$ cat src/rtl/core/gdrc_pkg.sv
`timescale 1ns / 1ps
// shared types, constants and register codes of the grid ray caster
// no dependencies; used by every module under rtl/core except gdrc_ram
package gdrc_pkg;

	localparam int GRID_SIZE   = 64;
	localparam int QUEUE_DEPTH = 2;
	localparam int ANGLE_BITS  = 10;
	localparam int FRAC_BITS   = 10;
	localparam int POS_W       = 16;
	localparam int CELL_W      = 6;
	localparam int COL_W       = 10;
	localparam int DIST_W      = 17;
	localparam int COORD_W     = 10;
	localparam int OUT_COORD_W = 8;

	// configuration register indexes
	localparam int CFG_IDX_W = 3;
	localparam logic [CFG_IDX_W-1:0] CFG_FOV      = 3'd0;
	localparam logic [CFG_IDX_W-1:0] CFG_MAX_DIST = 3'd1;
	localparam logic [CFG_IDX_W-1:0] CFG_SCR_W    = 3'd2;
	localparam logic [CFG_IDX_W-1:0] CFG_GRID_W   = 3'd3;
	localparam logic [CFG_IDX_W-1:0] CFG_GRID_H   = 3'd4;

	localparam logic [8:0]  FOV_RST      = 9'd171;
	localparam logic [16:0] MAX_DIST_RST = 17'd20480;
	localparam logic [10:0] SCR_W_RST    = 11'd320;
	localparam logic [6:0]  GRID_W_RST   = 7'd64;
	localparam logic [6:0]  GRID_H_RST   = 7'd64;

	// item kinds
	localparam logic CMD_WRITE = 1'b0;
	localparam logic CMD_CAST  = 1'b1;

	// quarter-wave sine polynomial, q16
	localparam logic [16:0] SIN_A = 17'd102944;
	localparam logic [15:0] SIN_B = 16'd42048;
	localparam logic [12:0] SIN_C = 13'd4640;
	localparam logic [16:0] NEAR_ZERO = 17'd7;

	typedef struct packed {
		logic [8:0]  fov;
		logic [16:0] max_dist;
		logic [10:0] scr_w;
		logic [6:0]  grid_w;
		logic [6:0]  grid_h;
	} cfg_t;

	typedef struct packed {
		logic                  cmd;
		logic [CELL_W-1:0]     cell_x;
		logic [CELL_W-1:0]     cell_y;
		logic                  is_wall;
		logic [POS_W-1:0]      pos_x;
		logic [POS_W-1:0]      pos_y;
		logic [ANGLE_BITS-1:0] view;
		logic [ANGLE_BITS-1:0] ray;
	} item_t;

	typedef struct packed {
		logic                   hit;
		logic [DIST_W-1:0]      distance;
		logic [OUT_COORD_W-1:0] last_cell_x;
		logic [OUT_COORD_W-1:0] last_cell_y;
		logic                   side;
	} result_t;

endpackage

$ cat src/rtl/core/gdrc_front.sv
`timescale 1ns / 1ps
// front of the ray caster: takes requests, drops off-screen casts and works out the ray angle
// depends on gdrc_pkg
module gdrc_front (
	input  logic            clk,
	input  logic            arst_n,
	input  gdrc_pkg::cfg_t  cfg,
	input  logic            s_tvalid,
	output logic            s_tready,
	input  logic [71:0]     s_tdata,
	input  logic            s_tuser,
	output logic            push,
	output gdrc_pkg::item_t push_item,
	input  logic            q_full
);

	localparam logic [2:0] F_IDLE = 3'd0;
	localparam logic [2:0] F_MUL  = 3'd1;
	localparam logic [2:0] F_SUM  = 3'd2;
	localparam logic [2:0] F_DIV  = 3'd3;
	localparam logic [2:0] F_PUSH = 3'd4;
	localparam int NUM_W = 24;

	logic [2:0] state_q;
	gdrc_pkg::item_t in_item, item_q;
	logic [gdrc_pkg::COL_W-1:0] col_in, col_q;
	logic accept, cast_ok;
	logic [22:0] a_q;
	logic [19:0] b_q, c_q;
	logic [NUM_W-1:0] num_q, num_nx;
	logic [11:0] rem_q, rem_nx, w2;
	logic [12:0] rem_sh;
	logic ge;
	logic [4:0] cnt_q;
	logic [10:0] view_p1;

	always_comb begin
		in_item         = '0;
		in_item.cmd     = s_tuser;
		in_item.cell_x  = s_tdata[5:0];
		in_item.cell_y  = s_tdata[11:6];
		in_item.is_wall = s_tdata[12];
		in_item.pos_x   = s_tdata[28:13];
		in_item.pos_y   = s_tdata[44:29];
		in_item.view    = s_tdata[54:45];
	end
	assign col_in = s_tdata[64:55];

	assign s_tready = (state_q == F_IDLE) && !q_full;
	assign accept   = s_tvalid && s_tready;
	assign cast_ok  = ({1'b0, col_in} < cfg.scr_w);

	always_comb begin
		push_item     = item_q;
		push_item.ray = num_q[gdrc_pkg::ANGLE_BITS-1:0];
		if (state_q != F_PUSH) begin
			push_item = in_item;
		end
	end
	assign push = (accept && (s_tuser == gdrc_pkg::CMD_WRITE))
		|| ((state_q == F_PUSH) && !q_full);

	// restoring divide of the angle numerator by twice the screen width
	assign w2      = {cfg.scr_w, 1'b0};
	assign rem_sh  = {rem_q, num_q[NUM_W-1]};
	assign ge      = (rem_sh >= {1'b0, w2});
	assign rem_nx  = ge ? 12'(rem_sh - {1'b0, w2}) : rem_sh[11:0];
	assign num_nx  = {num_q[NUM_W-2:0], ge};
	assign view_p1 = {1'b0, item_q.view} + 11'd1024;

	always_ff @(posedge clk or negedge arst_n) begin
		if (!arst_n) begin
			state_q <= F_IDLE;
		end else begin
			case (state_q)
				F_IDLE: begin
					if (accept && (s_tuser == gdrc_pkg::CMD_CAST) && cast_ok) begin
						state_q <= F_MUL;
					end
				end
				F_MUL: state_q <= F_SUM;
				F_SUM: state_q <= F_DIV;
				F_DIV: begin
					if (cnt_q == 5'(NUM_W - 1)) begin
						state_q <= F_PUSH;
					end
				end
				F_PUSH: begin
					if (!q_full) begin
						state_q <= F_IDLE;
					end
				end
				default: state_q <= F_IDLE;
			endcase
		end
	end

	always_ff @(posedge clk) begin
		case (state_q)
			F_IDLE: begin
				if (accept) begin
					item_q <= in_item;
					col_q  <= col_in;
				end
			end
			F_MUL: begin
				a_q <= {12'd0, view_p1} * {11'd0, w2};
				b_q <= {11'd0, cfg.fov} * {9'd0, cfg.scr_w};
				c_q <= {11'd0, cfg.fov} * {9'd0, col_q, 1'b1};
			end
			F_SUM: begin
				num_q <= {1'b0, a_q} - {4'd0, b_q} + {4'd0, c_q} + {13'd0, cfg.scr_w};
				rem_q <= '0;
				cnt_q <= '0;
			end
			F_DIV: begin
				num_q <= num_nx;
				rem_q <= rem_nx;
				cnt_q <= cnt_q + 1'b1;
			end
			default: ;
		endcase
	end

endmodule

$ cat config.mk
export PLATFORM = sky130hd
export DESIGN_NAME = gdrc_front
export DESIGN_NICKNAME = d
export VERILOG_FILES = /design/src/rtl/core/gdrc_pkg.sv /design/src/rtl/core/gdrc_front.sv
export SDC_FILE = /design/constraint.sdc
export NUM_CORES = 1
export LEC_CHECK = 0
export ABC_AREA = 1
export BUFFER_PORTS_ARGS = -buffer_cell sky130_fd_sc_hd__buf_2
export CAP_MARGIN = 20
export CORE_MARGIN = 3
export CORE_UTILIZATION = 34
export DETAILED_ROUTE_END_ITERATION = 16
export PLACE_DENSITY = 0.47
export SYNTH_ARGS = -nofsm -noshare
export SYNTH_HDL_FRONTEND = slang
export SYNTH_SLANG_ARGS = --single-unit
$ cat constraint.sdc
create_clock -name clk -period 6.8 [get_ports clk]
set_input_delay 0 -clock clk [delete_from_list [all_inputs] [get_ports clk]]
set_output_delay 0 -clock clk [all_outputs]
set_load 0.02 [all_outputs]
# Word level (Yosys, flattened, before mapping)
# Cells that the tools add are included.
[word_totals]
ff_bits = 172
input_bits = 128
out_inout_bits = 68
wordCells = 57
[op_classes]
addsub = 6
n_mul = 3
n_lt_le_gt_ge = 2
n_eq_ne = 9
muxes = 9
bitwise_logic = 1
reduce_logical = 12
[op_table]
columns = ["operator", "count"]
rows = [
  ["66-bit 2-to-1 mux", 1],
  ["24-bit case mux with 2 select lines", 1],
  ["9-bit by 11-bit multiplier with 20-bit output", 2],
  ["24-bit by 11-bit adder with 24-bit output", 1],
  ["24-bit by 20-bit adder with 24-bit output", 1],
  ["12-bit case mux with 2 select lines", 1],
  ["23-bit by 20-bit subtractor with 24-bit output", 1],
  ["11-bit by 11-bit multiplier with 22-bit output", 1],
  ["3-bit case mux with 5 select lines", 1],
  ["13-bit by 12-bit greater-or-equal comparator with 1-bit output", 1],
  ["12-bit 2-to-1 mux", 1],
  ["12-bit subtractor", 1],
  ["10-bit by 11-bit adder with 11-bit output, second input constant", 1],
  ["10-bit by 11-bit less-than comparator with 1-bit output", 1],
  ["5-bit case mux with 2 select lines", 1],
  ["3-bit 2-to-1 mux", 3],
  ["3-bit by 2-bit == test with 1-bit output, second input constant", 2],
  ["1-bit logical AND", 6],
  ["5-bit by 1-bit adder with 5-bit output, second input constant", 1],
  ["5-bit == test, second input constant", 1],
  ["2-bit != test, second input constant", 2],
  ["3-bit by 1-bit == test with 1-bit output, second input constant", 1],
  ["3-bit == test, second input constant", 1],
  ["3-bit logical NOT", 1],
  ["other kinds (8)", 8],
]

# Longest topological paths before layout
[depth]
word_depth = 7
depth_mapped = 23
mapped_depth_nobuf = 22

# Least setup slack after synthesis
# Ideal clock, no wire load.
[synth_timing]
path_type = "register to register"
from = "register item_q[17] in the netlist's numbering"
to = "register a_q[19] (data pin)"
setup_time_ns = 0.261
arrival_ns = 4.359
required_ns = 6.539
slack_ns = 2.180
stages_incl_launch_ff = 20
n_path_buf = 1
period_less_slack_ns = 4.620
cell_sequence = "edfxtp_1 clkbuf_1 nand2_1 fa_1 inv_1 fa_1 inv_1 fa_1 inv_1 fa_1 inv_1 fa_1 inv_1 ha_1 a21o_1 a21oi_1 nand2_1 nand3_1 nand2_1 xor2_1"
[synth_via]
elab_chain_len = 2
[synth_rtl]
columns = ["element", "line_no", "rtl"]
rows = [
  ["start: declaration", "gdrc_front.sv:25", "gdrc_pkg::item_t in_item, item_q;"],
  ["start signal: assignment", "gdrc_front.sv:102", "item_q <= in_item;"],
  ["10-bit by 11-bit adder with 11-bit output", "gdrc_front.sv:69", "assign view_p1 = {1'b0, item_q.view} + 11'd1024;"],
  ["11-bit by 11-bit multiplier with 22-bit output", "gdrc_front.sv:107", "a_q <= {12'd0, view_p1} * {11'd0, w2};"],
  ["end signal: assignment", "gdrc_front.sv:107", ""],
  ["end: declaration", "gdrc_front.sv:28", "logic [22:0] a_q;"],
]
# Every way passes these cells.
# A chain may end at the register's enable or synchronous reset.

# Worst setup path after layout
[layout_timing]
from = "register item_q[18] in the netlist's numbering"
to = "register a_q[22] (data pin)"
# Same word-level chain as after synthesis.

==> results_dict.tcl <==
set metrics [dict create \
    antenna_found_initial 1 \
    tns_ps 0 \
    syn2layout_area_growth_pct 13.6 \
    multiInputGateArea_um2 12800 \
    dr.pass1.iters 5 \
    ys_warn_count 0 \
    worst_pin_slew_ps 839 \
    rsz0062_at_grt "false" \
    synth-async-reset-ratio_pct 1.74 \
    ant_nets 0 \
    h-tree-depth 4 \
    worstSetupPathType "reg -> reg" \
    cts_max_path_buffers 2 \
    synth_edf_count 169 \
    routed_wl_um 53700 \
    synth_cell_types 43 \
    cts_tree "yes" \
    relSlewSlack_pct 44.1 \
    drc 0 \
    hp-class "in -> reg" \
    drive_gt1_share_pct 8.17 \
    instances_no_fill 3597 \
    ys_seq_area_share_pct 24.7 \
    grt_pass1_wl_um 87900 \
    crit_arrival_ps 5330 \
    syn_area_um2 20800 \
    fp-row-count 90 \
    slew_violations 0 \
    crit_required_ps 7030 \
    status "completed" \
    synth.area.top_cells "edfxtp_1 (24%), fa_1 (23%), nand2_1 (15%), inv_1 (12%), ha_1 (12%)" \
    syn-num-nets 3193 \
    synth_most_common_cell "nand2_1" \
    post-place-cells 3494 \
    seq_area_um2 5150 \
    avgSynthCellArea_um2 7.93 \
    grt_pass1_vias 16700 \
    die_x_um 254 \
    synthTopCellsByCount "nand2_1 (834), inv_1 (678), fa_1 (239)" \
    ios 196 \
    nets 3365 \
    endpoint_kind "register" \
    postCtsResizedCells 0 \
    port_buffers 157 \
    fin_skew_ps 19.8 \
    yosys_most_used_dff "edfxtp_1" \
    coreArea_um2 60500 \
    gp_congestion 0.831 \
    drt-initial-drc-count 889 \
    clock_latency_ps 490 \
    powerDensity_nw_per_um2 508 \
    dieArea_um2 64300 \
    grt_usage_pct 17.5 \
    clock.fmax_mhz 196 \
    cap_violations 0 \
    die_y_um 254 \
    path_max_fanout 12 \
    vias_per_cell 4.54 \
    start_kind "register" \
    start_util_pct 34.5 \
    finalCriticalPeriod_ps 5100 \
    root_buffer "clkbuf_16" \
    finalCritPeriodShare_pct 75.0 \
    nFillCells 6274 \
    peakVddDrop_v 0.000246 \
    timing_hold_violations_final 0 \
    synth_top_area_cell "edfxtp_1" \
    final-setup-viol-count 0 \
    p_leak_nw 13.3 \
    wl_per_cell_um 14.9 \
    ys_ff_latch 172 \
    dp_hpwl_um 41900 \
    syn_inst 2629 \
    num_vias 16300 \
    globalRouteOverflowTotal 0 \
    numCtsBuffers 17 \
    grt_max_degree 68 \
    synth_top_area_share_pct 24.4 \
    clk_pin_slew_ps 80 \
    clock-sinks 172 \
]
==> cell type report <==
class / instances / area share, %
diodes: 1 / 0.0106
clock buffers: 17 / 1.80
clock inverters: 15 / 0.867
inverters: 682 / 10.8
multi-input cells: 1695 / 54.1
flip-flops and latches: 172 / 21.8
well taps: 782 / 4.13
repair buffers: 233 / 6.54
==> logic make-up after synthesis <==
logic type      after synthesis  synth area share (%)
simple gates               1088                  21.2
xor+xnor                     51                  2.14
flops                       172                  24.7
fa+ha+maj                   436                  34.8
compound gates              120                  3.22
buf+inv                     762                  13.9
==> layout by cell type, fill, tap and decap left out, types with 5 or more instances in the layout <==
cell,count
nand2_1,833
inv_1,676
fa_1,239
ha_1,197
edfxtp_1,169
buf_2,157
nor2_1,109
nand3_1,73
dlygate4sd3_1,69
a21oi_1,63
xor2_1,31
o21ai_0,26
xnor2_1,20
nand4_1,19
clkbuf_16,17
nand3b_1,15
nand2_2,10
a21o_1,9
nor3_1,8
nor2_2,6
buf_4,6
inv_2,5
==> routing by layer <==
layer / part of all wire [%] / GRT usage, %
met1: 49 / 24.2
met5: 0 / 0
met2: 45 / 28.5
met3: 4.1 / 2.79
met4: 1.7 / 4.70
==> power by group <==
part	leakage (nW)	switching (mW)	internal (mW)
Clock	0.307	0.522	0.563
Combinational	11.4	5.61	3.19
Sequential	1.62	0.197	1.95
Total	13.3	6.32	5.71
==> state kept, by name, indices dropped and copies added (netlist names) <==
signal,cells
cnt_q,5
rem_q,12
state_q,3
c_q,20
b_q,20
num_q,24
item_q,56
col_q,10
a_q,22
==> worst max-delay path, cell delays in order (launching register included) <==
cell and delay (ps):
edfxtp_1 740, nand2_1 150, fa_1 530, inv_1 50, fa_1 500, fa_1 480
fa_1 520, inv_1 50, fa_1 470, inv_1 40, ha_1 360, a21oi_1 280
o21ai_0 160, nand3b_1 230, nand2_1 120, nand2_1 60, nand2_1 50, nand2_1 50
==> repair_timing <==
item / CTS / global route
endpoints found under the hold margin: 71 / 0
setup buffers: 0 / 0
hold buffers: 69 / 0
==> worst paths after layout <==
check                                          to  slack, ps                 start  depth (start not counted)
setup reg to reg                a_q[22]$_DFFE_PP_       1700  item_q[18]$_DFFE_PP_                         17
hold / removal               item_q[65]$_DFFE_PP_         60              s_tvalid                          3
hold reg to reg               num_q[14]$_DFFE_PP_        530   num_q[13]$_DFFE_PP_                          2
max in group asynchronous  state_q[1]$_DFFE_PN0P_       6250                arst_n                          3
setup / recovery                a_q[22]$_DFFE_PP_       1700  item_q[18]$_DFFE_PP_                         17
min in group asynchronous  state_q[2]$_DFFE_PN0P_        390                arst_n                          3
==> metrics by stage <==
stage	setup WS (ps)	util [%]	power (mW)	instance area [um2]	hold WS (ps)
finish	1700	39.1	12.0	23700	56.7
CTS	1700	39.1	12.2	23600	16.0
global placement	1600	36.9	11.0	22300	-198
detailed placement	1600	36.9	11.0	22300	-193
global route	1410	39.1	13.6	23700	60.6
floorplan	2180	-	8.80	20800	-296
(Power assumes the default switching activity.)
