## config.mk

```make
export PLATFORM = sky130hd
export DESIGN_NAME = gdrc_queue
export DESIGN_NICKNAME = d
export VERILOG_FILES = /design/src/rtl/core/gdrc_pkg.sv /design/src/rtl/core/gdrc_queue.sv
export SDC_FILE = /design/constraint.sdc
export NUM_CORES = 1
export LEC_CHECK = 0
export BUFFER_PORTS_ARGS = -buffer_cell sky130_fd_sc_hd__buf_2
export CAP_MARGIN = 20
export CORE_UTILIZATION = 50
export CTS_CLUSTER_SIZE = 12
export DETAILED_ROUTE_END_ITERATION = 7
export PLACE_DENSITY_LB_ADDON = 0.3
export SLEW_MARGIN = 20
export SYNTH_ARGS = -nofsm -noshare
export SYNTH_HDL_FRONTEND = slang
export SYNTH_SLANG_ARGS = --single-unit
```

## constraint.sdc

```tcl
create_clock -name clk -period 5.3 [get_ports clk]
set_clock_uncertainty 0.1 [all_clocks]
set_input_delay 0.53 -clock clk [delete_from_list [all_inputs] [get_ports clk]]
set_output_delay 0.53 -clock clk [all_outputs]
set_load 0.02 [all_outputs]
```

## src/rtl/core/gdrc_pkg.sv

```systemverilog
`timescale 1ns / 1ps
// shared types, constants and register codes of the grid ray caster
// no dependencies; used by every module under rtl/core except gdrc_ram
package gdrc_pkg;

	localparam int GRID_SIZE   = 64;
	localparam int QUEUE_DEPTH = 2;
	localparam int ANGLE_BITS  = 10;
	localparam int FRAC_BITS   = 10;
	localparam int POS_W       = 16;
	localparam int CELL_W      = 6;
	localparam int COL_W       = 10;
	localparam int DIST_W      = 17;
	localparam int COORD_W     = 10;
	localparam int OUT_COORD_W = 8;

	// configuration register indexes
	localparam int CFG_IDX_W = 3;
	localparam logic [CFG_IDX_W-1:0] CFG_FOV      = 3'd0;
	localparam logic [CFG_IDX_W-1:0] CFG_MAX_DIST = 3'd1;
	localparam logic [CFG_IDX_W-1:0] CFG_SCR_W    = 3'd2;
	localparam logic [CFG_IDX_W-1:0] CFG_GRID_W   = 3'd3;
	localparam logic [CFG_IDX_W-1:0] CFG_GRID_H   = 3'd4;

	localparam logic [8:0]  FOV_RST      = 9'd171;
	localparam logic [16:0] MAX_DIST_RST = 17'd20480;
	localparam logic [10:0] SCR_W_RST    = 11'd320;
	localparam logic [6:0]  GRID_W_RST   = 7'd64;
	localparam logic [6:0]  GRID_H_RST   = 7'd64;

	// item kinds
	localparam logic CMD_WRITE = 1'b0;
	localparam logic CMD_CAST  = 1'b1;

	// quarter-wave sine polynomial, q16
	localparam logic [16:0] SIN_A = 17'd102944;
	localparam logic [15:0] SIN_B = 16'd42048;
	localparam logic [12:0] SIN_C = 13'd4640;
	localparam logic [16:0] NEAR_ZERO = 17'd7;

	typedef struct packed {
		logic [8:0]  fov;
		logic [16:0] max_dist;
		logic [10:0] scr_w;
		logic [6:0]  grid_w;
		logic [6:0]  grid_h;
	} cfg_t;

	typedef struct packed {
		logic                  cmd;
		logic [CELL_W-1:0]     cell_x;
		logic [CELL_W-1:0]     cell_y;
		logic                  is_wall;
		logic [POS_W-1:0]      pos_x;
		logic [POS_W-1:0]      pos_y;
		logic [ANGLE_BITS-1:0] view;
		logic [ANGLE_BITS-1:0] ray;
	} item_t;

	typedef struct packed {
		logic                   hit;
		logic [DIST_W-1:0]      distance;
		logic [OUT_COORD_W-1:0] last_cell_x;
		logic [OUT_COORD_W-1:0] last_cell_y;
		logic                   side;
	} result_t;

endpackage

```

## src/rtl/core/gdrc_queue.sv

```systemverilog
`timescale 1ns / 1ps
// short request queue between the front and the back of the ray caster
// depends on gdrc_pkg
module gdrc_queue #(
	parameter int DEPTH = gdrc_pkg::QUEUE_DEPTH
) (
	input  logic            clk,
	input  logic            arst_n,
	input  logic            push,
	input  gdrc_pkg::item_t push_item,
	output logic            full,
	input  logic            pop,
	output gdrc_pkg::item_t pop_item,
	output logic            empty
);

	localparam int PW = (DEPTH > 1) ? $clog2(DEPTH) : 1;
	localparam int CW = $clog2(DEPTH + 1);

	gdrc_pkg::item_t entry_q [DEPTH];
	logic [PW-1:0] wr_q, rd_q;
	logic [CW-1:0] count_q;

	assign full     = (count_q == CW'(DEPTH));
	assign empty    = (count_q == '0);
	assign pop_item = entry_q[rd_q];

	always_ff @(posedge clk or negedge arst_n) begin
		if (!arst_n) begin
			wr_q    <= '0;
			rd_q    <= '0;
			count_q <= '0;
		end else begin
			if (push) begin
				wr_q <= (wr_q == PW'(DEPTH - 1)) ? '0 : wr_q + 1'b1;
			end
			if (pop) begin
				rd_q <= (rd_q == PW'(DEPTH - 1)) ? '0 : rd_q + 1'b1;
			end
			if (push && !pop) begin
				count_q <= count_q + 1'b1;
			end else if (pop && !push) begin
				count_q <= count_q - 1'b1;
			end
		end
	end

	always_ff @(posedge clk) begin
		if (push) begin
			entry_q[wr_q] <= push_item;
		end
	end

endmodule

```

# --- Word level (Yosys, flattened, before mapping) ---
# Memories as Yosys holds them, arrays and structs flattened.
# Index checks and enable logic that the tools add are counted.
totals:
  wordCells: 21
  out_inout_bits: 68
  register_bits: 4
  inputBits: 70
  latchBits: 0
  mem_bits_ro: 0
  memories: 1
  ram_bits: 132
mem_list:
  columns: ["name", "words", "word_bits", "rd", "rd_clocked_by_memory_dff", "write_ports", "line_no", "rtl"]
  rows:
  - ["entry_q", 2, 66, 1, 0, 1, "gdrc_queue.sv:20", "gdrc_pkg::item_t entry_q [DEPTH];"]
classes:
  multipliers: 0
  n_reduce_logical: 6
  muxes: 6
  add_sub_neg: 4
  shift: 0
  magnitude_cmp: 0
  eq_ne: 1
  div: 0
  bitwise_logic: 0
op_table:
  columns: ["op", "n"]
  rows:
  - ["two-way mux 1 bit", 4]
  - ["two-way mux 2 bit", 2]
  - ["adder 1 bit (second input constant)", 2]
  - ["adder 2 x 1 -> 2 bit (second input constant)", 1]
  - ["equality test 2 bit (second input constant)", 1]
  - ["logical AND 1 bit", 2]
  - ["logical NOT 1 bit", 2]
  - ["logical NOT 2 bit", 1]
  - ["nonzero test 2 bit", 1]
  - ["subtractor 2 x 1 -> 2 bit (second input constant)", 1]

# --- Logic depth before layout (Yosys ltp) ---
# Gate-level depths: netlist of run 1.
depth:
  ltp_word: 4
  ltp_mapped: 5
  ltp_nobuf: 5

# --- Worst setup path after synthesis of run 1 ---
# OpenSTA, ideal clock, no wires.
synth_path:
  path_type: "input to register"
  start: "input port push"
  end: "memory entry_q[0][0] (netlist bit) (enable)"
  cell_stages: 1
  setup_slack_ns: 1.272
  setup_ns: 0.498
  n_path_buf: 0
  t_arrival_ns: 3.430
  required_time_ns: 4.702
  cell_sequence: "nor2b_1"
synth_via:
  elab_chain_cells: 2
synth_rtl:
  columns: ["item", "line_no", "rtl"]
  rows:
  - ["start: declaration", "gdrc_queue.sv:9", "input logic push,"]
  - ["two-way mux 1 bit", "gdrc_queue.sv:49", "if (push) begin"]
  - ["two-way mux 1 bit (not written as such)", "gdrc_queue.sv:50", "entry_q[wr_q] <= push_item;"]
  - ["end: declaration", "gdrc_queue.sv:20", null]
# No other way between the ends.

==> summary.md, run 1 <==
The run finished with clean final reports. The slew of the pin with the lowest slew margin was 1.07 ns. Dividing the detail-routed via count by the number of cells gives 4.90. Global routing consumed, over all layers together, 16.5% of the routing resources. Routability congestion estimate from global placement: 0.658. Of the total power, registers draw 42.8%. Sum of negative setup slack: 0 ns.

Compared with the post-synthesis result, the final layout area differs by 27.9%. CTS built an H-tree with a depth of 4. The initial antenna violation count was 0; the overall overflow remaining after global route was 0.

For the number of design-rule violations left by the first detailed-router iteration, the log shows 46. The least setup slack across all paths after layout is 2.40 ns. The run gives 2556 as the via count of the first global-routing pass. Walking the worst path, the cells encountered are mux2_2, buf_2. The finished layout holds 519 standard cells, fillers aside.

The logic depth of the worst path, buffers included was 2; the clock-pin slew of the registers on the worst-case setup and hold paths was 0.06 ns. The worst reg2reg path depth was 3. In this run the power spent charging and discharging nets is 1.16 mW.

After detailed routing, the total wire length is 8380 µm. The power density normalized to cell area is 578 nW/µm². After layout, the worst path uses 54.8% of the clock period.

The first global-routing pass estimated 12100 µm of wire. Based on the critical path, the design can be clocked at up to 0.344 GHz. The run gives 0 as the post-CTS setup buffer count. The kind of cell with the highest combined delay along the critical path is flip-flops.

Detailed placement ended at an HPWL of 5030 µm. TritonCTS built the clock tree. Max-cap check violation count: 0. The cell-internal power is 2.59 mW.

The later pin in the worst-skew pair is clocked with a latency of 0.51 ns. The logs give 2 for the worst-case clock buffer depth and 5060 µm² for the post-synthesis cell area. A synthesized cell averages 22.9 µm².

Setup violations remaining at the end of the flow were counted as 0. In this run switching power makes up 30.9% of total power. The clock network accounts for 29.4% of the total power. For the number of standard cells after synthesis, the log shows 221. 0 antenna diodes ended up in the layout.

Data on the critical path is required at its endpoint by 4.67 ns. Clock period minus worst slack: 2.90 ns. The cell with the biggest individual delay on the critical path was sky130_fd_sc_hd__dfrtp_4. TritonCTS created 17 clock buffers.

For the number of distinct library cells after synthesis, the log shows 14. During I/O placement, the number of pins put on the boundary was 138. The worst hold path belongs to the class in2reg.

With fillers left out, the area of the finished cells amounts to 6480 µm². Setup repair after global routing left no endpoint under its margin. STA classifies the critical path startpoint as a register. The total of buffers placed on input and output ports was 137. The instance area after placement was 5880 µm².

From bottom edge to top edge, the die measures 103 µm. The pre-antenna-repair detailed-routing pass consisted of 4 iterations. After synthesis the netlist holds a flip-flop and latch count of 136.

For the number of slew-limit violations in the final report, the log shows 0. The net total in the final layout was 444; the number of cells after detailed placement was 485. The core outline area is 9770 µm². For the remaining antenna violation count, the log shows 0.

For the total number of clock tree sinks, the log shows 136. The worst hold path stage count is 1. The final design utilization was 66.3%; the total number of yosys warnings was 0. The buffers plus inverters on the worst setup path is 1. After floorplanning, the core was divided into 36 placement rows. Entering global routing, the biggest net connects 68 pins.

The library cells used most frequently in the layout, excluding fill and tap cells, are 137 x sky130_fd_sc_hd__buf_2, 132 x sky130_fd_sc_hd__edfxtp_1, 36 x sky130_fd_sc_hd__mux2_2. The initial core utilization was 51.8%. The tools report the master cell of the clock root buffer as sky130_fd_sc_hd__clkbuf_8.

The fraction of layout cells with a size suffix above 1 was 61.9%; the hold violation count in the final report was 0. Summing over every cut layer, the via total after detailed routing is 2545. The leading cell type in the layout, fill and taps excluded was sky130_fd_sc_hd__buf_2. The DRC violation count after routing is 0. The leakage power of the design was 2.55 nW.

For the worst setup path, the data arrival time is 2.27 ns. For the largest voltage drop on the vdd net, the log shows 0.000467 V. In this run the worst path has a maximum fanout of 67. The tools report the post-synthesis net count as 292.

The setup path with the least slack is of type reg2out. Dividing the detail-routed wire length by the instance count gives 16.1 µm. In this design, the stage delay of the slowest critical-path cell is 1.12 ns. The tools report the register area share after synthesis as 80.3%. The floorplan die width works out to 103 µm. The die covers 10500 µm². The max-slew headroom at the worst pin was 28.8%; the combinational fraction of design power was 27.7%. Prior to clock tree synthesis, the placed netlist has a worst setup slack of 2.67 ns.

Kind of end point of the critical path: an output pin. The number of gates resized after CTS was 0.
power groups by stage:
| stage | clock network (mW) | registers [mW] | logic (mW) |
|---|---|---|---|
| after CTS | 1.12 | 1.61 | 1.05 |
| final | 1.10 | 1.60 | 1.04 |
| after floorplan | 0 | 1.51 | 0.858 |
| after global routing | 1.17 | 1.63 | 1.12 |
| after detailed placement | 0 | 1.63 | 1.04 |
| after global placement | 0 | 1.62 | 1.03 |
worst paths after layout:
| kind | endpoint | from | slack (ns) |
|---|---|---|---|
| hold reg to reg | count_q[1] | count_q[1] | 0.39 |
| setup reg to reg | entry_q[0][8] | wr_q | 3.39 |
| hold / removal | entry_q[1][42] | push_item[42] | 0.10 |
| max in group asynchronous | rd_q | arst_n | 4.72 |
| min in group asynchronous | wr_q | arst_n | 0.24 |
| setup / recovery | pop_item[50] | rd_q | 2.40 |
cell usage after synthesis:
library cell	n	area share, %
sky130_fd_sc_hd__inv_1	1	0.074
sky130_fd_sc_hd__edfxtp_1	132	78
sky130_fd_sc_hd__mux2_2	36	8.0
sky130_fd_sc_hd__nor2_1	2	0.15
sky130_fd_sc_hd__ha_1	1	0.25
sky130_fd_sc_hd__buf_6	3	0.67
sky130_fd_sc_hd__nor2b_1	2	0.25
sky130_fd_sc_hd__buf_4	1	0.15
sky130_fd_sc_hd__xor2_1	4	0.69
sky130_fd_sc_hd__and2_1	1	0.12
sky130_fd_sc_hd__xnor2_1	1	0.17
sky130_fd_sc_hd__buf_2	3	0.30
sky130_fd_sc_hd__mux2_4	30	8.9
sky130_fd_sc_hd__dfrtp_1	4	2.0
area by class of cell:
class,instances,area (µm²)
Timing Repair Buffer,140,723
Fill cell,668,3300
Clock buffer,17,414
Multi-Input combinational cell,77,948
Sequential cell,136,4070
Clock inverter,15,153
Inverter,1,3.75
Tap cell,133,166
layer usage:
metal / wire (µm) / share of wire, % / GRT usage [%] / vias up
li1: - / - / - / 1185
met1: 3260 / 39 / 17.4 / 1244
met2: 4240 / 51 / 27.2 / 104
met3: 744 / 8.9 / 8.34 / 12
met4: 131 / 1.6 / 8.35 / 0
met5: 0 / 0 / 0 / -
through the flow:
| stage | hold WS (ns) | total power [mW] |
|---|---|---|
| after global routing | 0.0754 | 3.92 |
| after CTS | 0.0780 | 3.78 |
| after detailed placement | 0.240 | 2.67 |
| after floorplan | 0.134 | 2.36 |
| after global placement | 0.237 | 2.65 |
| final | 0.102 | 3.75 |
registers in the layout, indices dropped and copies added, names as in the netlist:
register / cells
rd_q: 1
count_q: 2
wr_q: 1
entry_q: 132
cells by family after synthesis:
| family | after synthesis | synth area share [%] |
|---|---|---|
| flops | 136 | 80.3 |
| mux | 66 | 16.9 |
| buf+inv | 8 | 1.19 |
| xor+xnor | 5 | 0.865 |
| simple gates | 5 | 0.519 |
| fa+ha+maj | 1 | 0.247 |
what timing repair did:
item | in CTS | in global routing
setup endpoints to repair | 0 | 0
endpoints found under the hold margin | 4 | 0
hold buffers | 1 | 0
Power figures use the tool's default switching activity.
==> run 2: changes to the inputs <==
--- a/config.mk
+++ b/config.mk
@@ -5,6 +5,7 @@
 export SDC_FILE = /design/constraint.sdc
 export NUM_CORES = 1
 export LEC_CHECK = 0
+export ABC_AREA = 1
 export BUFFER_PORTS_ARGS = -buffer_cell sky130_fd_sc_hd__buf_2
 export CAP_MARGIN = 20
 export CORE_UTILIZATION = 50
==> constraint.sdc (replaced) <==
create_clock -name clk -period 2.8 [get_ports clk]
set_clock_uncertainty 0.1 [all_clocks]
set_input_delay 0.28 -clock clk [delete_from_list [all_inputs] [get_ports clk]]
set_output_delay 0.28 -clock clk [all_outputs]
set_load 0.02 [all_outputs]
==> summary.md, run 2 <==
From left edge to right edge, the die measures 103 µm. The clock passes through at most 2 buffers. The largest registers in the layout are entry_q x132, count_q x2. Summing all placed instances gives a cell area of 5980 µm².

The cell taking the most area after synthesis was sky130_fd_sc_hd__edfxtp_1. Mean post-synth cell area: 22.1 µm². The number of slew-limit violations in the final report was 0; the total wirelength of the detailed-routed design was 9490 µm. The critical hold path startpoint was push_item[14]. The signal on the critical path passes through buf_12, mux2_2, buf_2. The hold violation count in the final report is 0.

The worst setup path is captured at an output pin. The run finished with clean final reports. The endpoint with the worst hold slack was entry_q[0][14]. The number of standard cells in the layout, taps in and fillers out is 601.

The number of antenna diodes in the final layout is 0. The power density normalized to cell area works out to 1020 nW/µm². Timing would allow up to 0.404 GHz. Startpoint of the worst-slack reg-to-reg timing path: wr_q. The initial antenna violation count was 0; the max-cap check violation count was 0. Endpoint of the worst register-to-register path: entry_q[1][35].

The area of all placed cells without fillers is 7300 µm². STA classifies the critical path startpoint as a register. The die covers 10600 µm². The worst path uses 88.5% of the clock period.

For this block, the initial DRC count from the detailed router was 87. Counting the fill cells in the layout gives 617. The routed layout has 2873 vias. During synthesis, Yosys emitted a total of 0 warnings. The setup violation total in the final timing report was 0; the worst reg2reg path depth was 3.

Clock tree synthesis inserted a total of 17 buffers. Sorting the synthesized cells by area gives the leading types as sky130_fd_sc_hd__edfxtp_1 78%, sky130_fd_sc_hd__mux2_4 8.9%, sky130_fd_sc_hd__mux2_2 8.0%. Once the floorplan was initialized, standard cells occupied 51.8% of the core. Register-to-register setup slack: 1.15 ns. In the synthesized netlist the dominant register cell turns out to be sky130_fd_sc_hd__edfxtp_1. In the synthesized netlist, the number of instances is 230. The count of flip-flops with a built-in enable after synthesis came out at 132. Counting every sink on the clock net gives 136.

Max-slew headroom at the worst pin: 62.2%. Leaving out fill and tap cells, the most frequent cells in the layout are 137 x sky130_fd_sc_hd__buf_2, 132 x sky130_fd_sc_hd__edfxtp_1, 70 x sky130_fd_sc_hd__dlygate4sd3_1. The row count is 36.

The number of H-tree levels is 4, and the total of buffers placed on input and output ports is 137. The critical path is of the reg2out type. The sum of net half-perimeters after detailed placement was 5580 µm. The gate family responsible for the most delay along the worst path was flip-flops. Along the worst hold path, the cell count comes to 2.

The worst hold path belongs to the class in2reg. In the final design database the tool counted 526 nets. The tools report the post-synthesis cell area as 5080 µm². The logs give 0 ns for the sum of negative setup slack and 0.51 ns for the clock latency at the later pin of the worst-skew pair. Once placement completed, the tool counted placed cells totaling 499. The core region is 9820 µm². Summed over its instances, the top area cell type makes up 78.0% of the synthesized netlist area. For the total I/O pin count, the log shows 138. The global-route total usage across every layer came out at 18.8%. The overall overflow remaining after global route is 0, and the clock-pin slew of the registers on the worst-case setup and hold paths is 0.06 ns. For this run, the register share of the synthesized area comes to 80.0%. In this design, the stage delay of the slowest critical-path cell is 0.80 ns.

The remaining antenna violation count is 0. The clock period minus worst slack is 2.48 ns, and the post-synthesis net count is 301. Counting flops per register, the top entry is entry_q. In the synthesized netlist, the cells that appear most often are 132 x sky130_fd_sc_hd__edfxtp_1, 36 x sky130_fd_sc_hd__mux2_2, 30 x sky130_fd_sc_hd__mux2_4, 7 x sky130_fd_sc_hd__inv_1, 5 x sky130_fd_sc_hd__nand2_1. The highest fanout seen on the critical path was 37. In the final layout, the multi-input gates occupy 943 µm². The number of flip-flops under the largest register name came out at 132. At the pin with the least slew margin, the transition time is 0.567 ns. Master cell of the clock root buffer: sky130_fd_sc_hd__clkbuf_8. The fraction of layout cells with a size suffix above 1 is 51.9%.

In this run the worst setup path begins at rd_q. The netlist uses 15 different library cells. The worst-case IR drop observed on VDD is 0.000589 V.

The via count of the first global-routing pass was 2986; the required time of the critical path was 2.42 ns. The number of vias per cell was 4.78; the average wire per cell in the routed design was 15.8 µm. The first-pass GRT wire length is 14100 µm, and the total of flip-flops plus latches after synthesis is 136. The leakage power of the design was 2.91 nW. The most common cell in the synthesized netlist is sky130_fd_sc_hd__edfxtp_1.

Synthesis-to-layout area growth: 43.7%. The first detailed-routing pass ran for 7 iterations. Entering global routing, the biggest net connects 53 pins.

Leaving out fill and tap cells, the most frequent cell in the layout is sky130_fd_sc_hd__buf_2. Routability-driven placement finished with a final weighted congestion of 0.667. For the number of gates resized after CTS, the log shows 0. The buffers plus inverters on the worst setup path was 2; the overall power consumption was 7.41 mW. In the synthesized netlist the async set-or-reset flop fraction comes to 2.94%.

TritonCTS built the clock tree. After detailed routing, the number of remaining DRC violations is 0. The cell with the biggest individual delay on the critical path is sky130_fd_sc_hd__dfrtp_4.

The arrival time at the worst endpoint was 2.10 ns. The smallest hold slack was 0.389 ns; the area occupied by registers was 4070 µm². Measured along the y axis, the die boundary spans 103 µm. Setup repair after global routing left no endpoint under its margin.
-- run 2: cell type report --
type / instances / area share [%]
Clock buffer: 22 / 6.48
Clock inverter: 10 / 1.97
Inverter: 7 / 0.360
Multi-Input combinational cell: 80 / 12.9
Sequential cell: 136 / 55.7
Tap cell: 133 / 2.28
Timing Repair Buffer: 213 / 20.3
-- run 2: layer usage --
| metal | wire (µm) | vias to the layer above | track usage, % |
|---|---|---|---|
| li1 | - | 1347 | - |
| met1 | 3930 | 1404 | 20.2 |
| met2 | 4860 | 110 | 33.4 |
| met3 | 566 | 12 | 6.03 |
| met4 | 143 | 0 | 9.43 |
| met5 | 0 | - | 0 |
-- run 2: what timing repair did --
action | 4_1_cts | 5_1_grt
buffers inserted | 0 | 0
hold buffers | 70 | 0
hold endpoints to repair | 138 | 0
endpoints found under the setup margin | 0 | 0
-- run 2: kinds of logic after synthesis --
| family | count (synthesis) | synth area share (%) |
|---|---|---|
| DFF | 136 | 80.0 |
| muxes | 66 | 16.8 |
| buffers and inverters | 14 | 1.62 |
| and+or+nand+nor | 10 | 0.812 |
| xor gates and xnor gates | 3 | 0.517 |
| adders and majority gates | 1 | 0.246 |
-- run 2: how the worst max path moves through the flow --
stage | endpoint | slack (ns) | cells past startpoint
global route | pop_item[51] | 0.24 | 3
CTS | pop_item[51] | 0.30 | 3
floorplan | entry_q[0][0] | 0.14 | 1
detailed placement | pop_item[51] | 0.86 | 3
finish | pop_item[51] | 0.32 | 3
global placement | pop_item[39] | 0.87 | 3
-- run 2: through the flow --
step	util, %	setup WS [ns]
floorplan	-	0.139
detailed placement	60.9	0.856
finish	74.4	0.323
CTS	74.4	0.303
global placement	60.9	0.868
global route	74.4	0.239
-- run 2: where the power goes --
part	switching (mW)	internal (mW)	total, mW	leakage, nW
sequential	0.229	2.71	2.94	1.29
clock	0.793	1.45	2.24	0.282
combinational	1.20	1.03	2.23	1.34
total	2.22	5.19	7.41	2.91
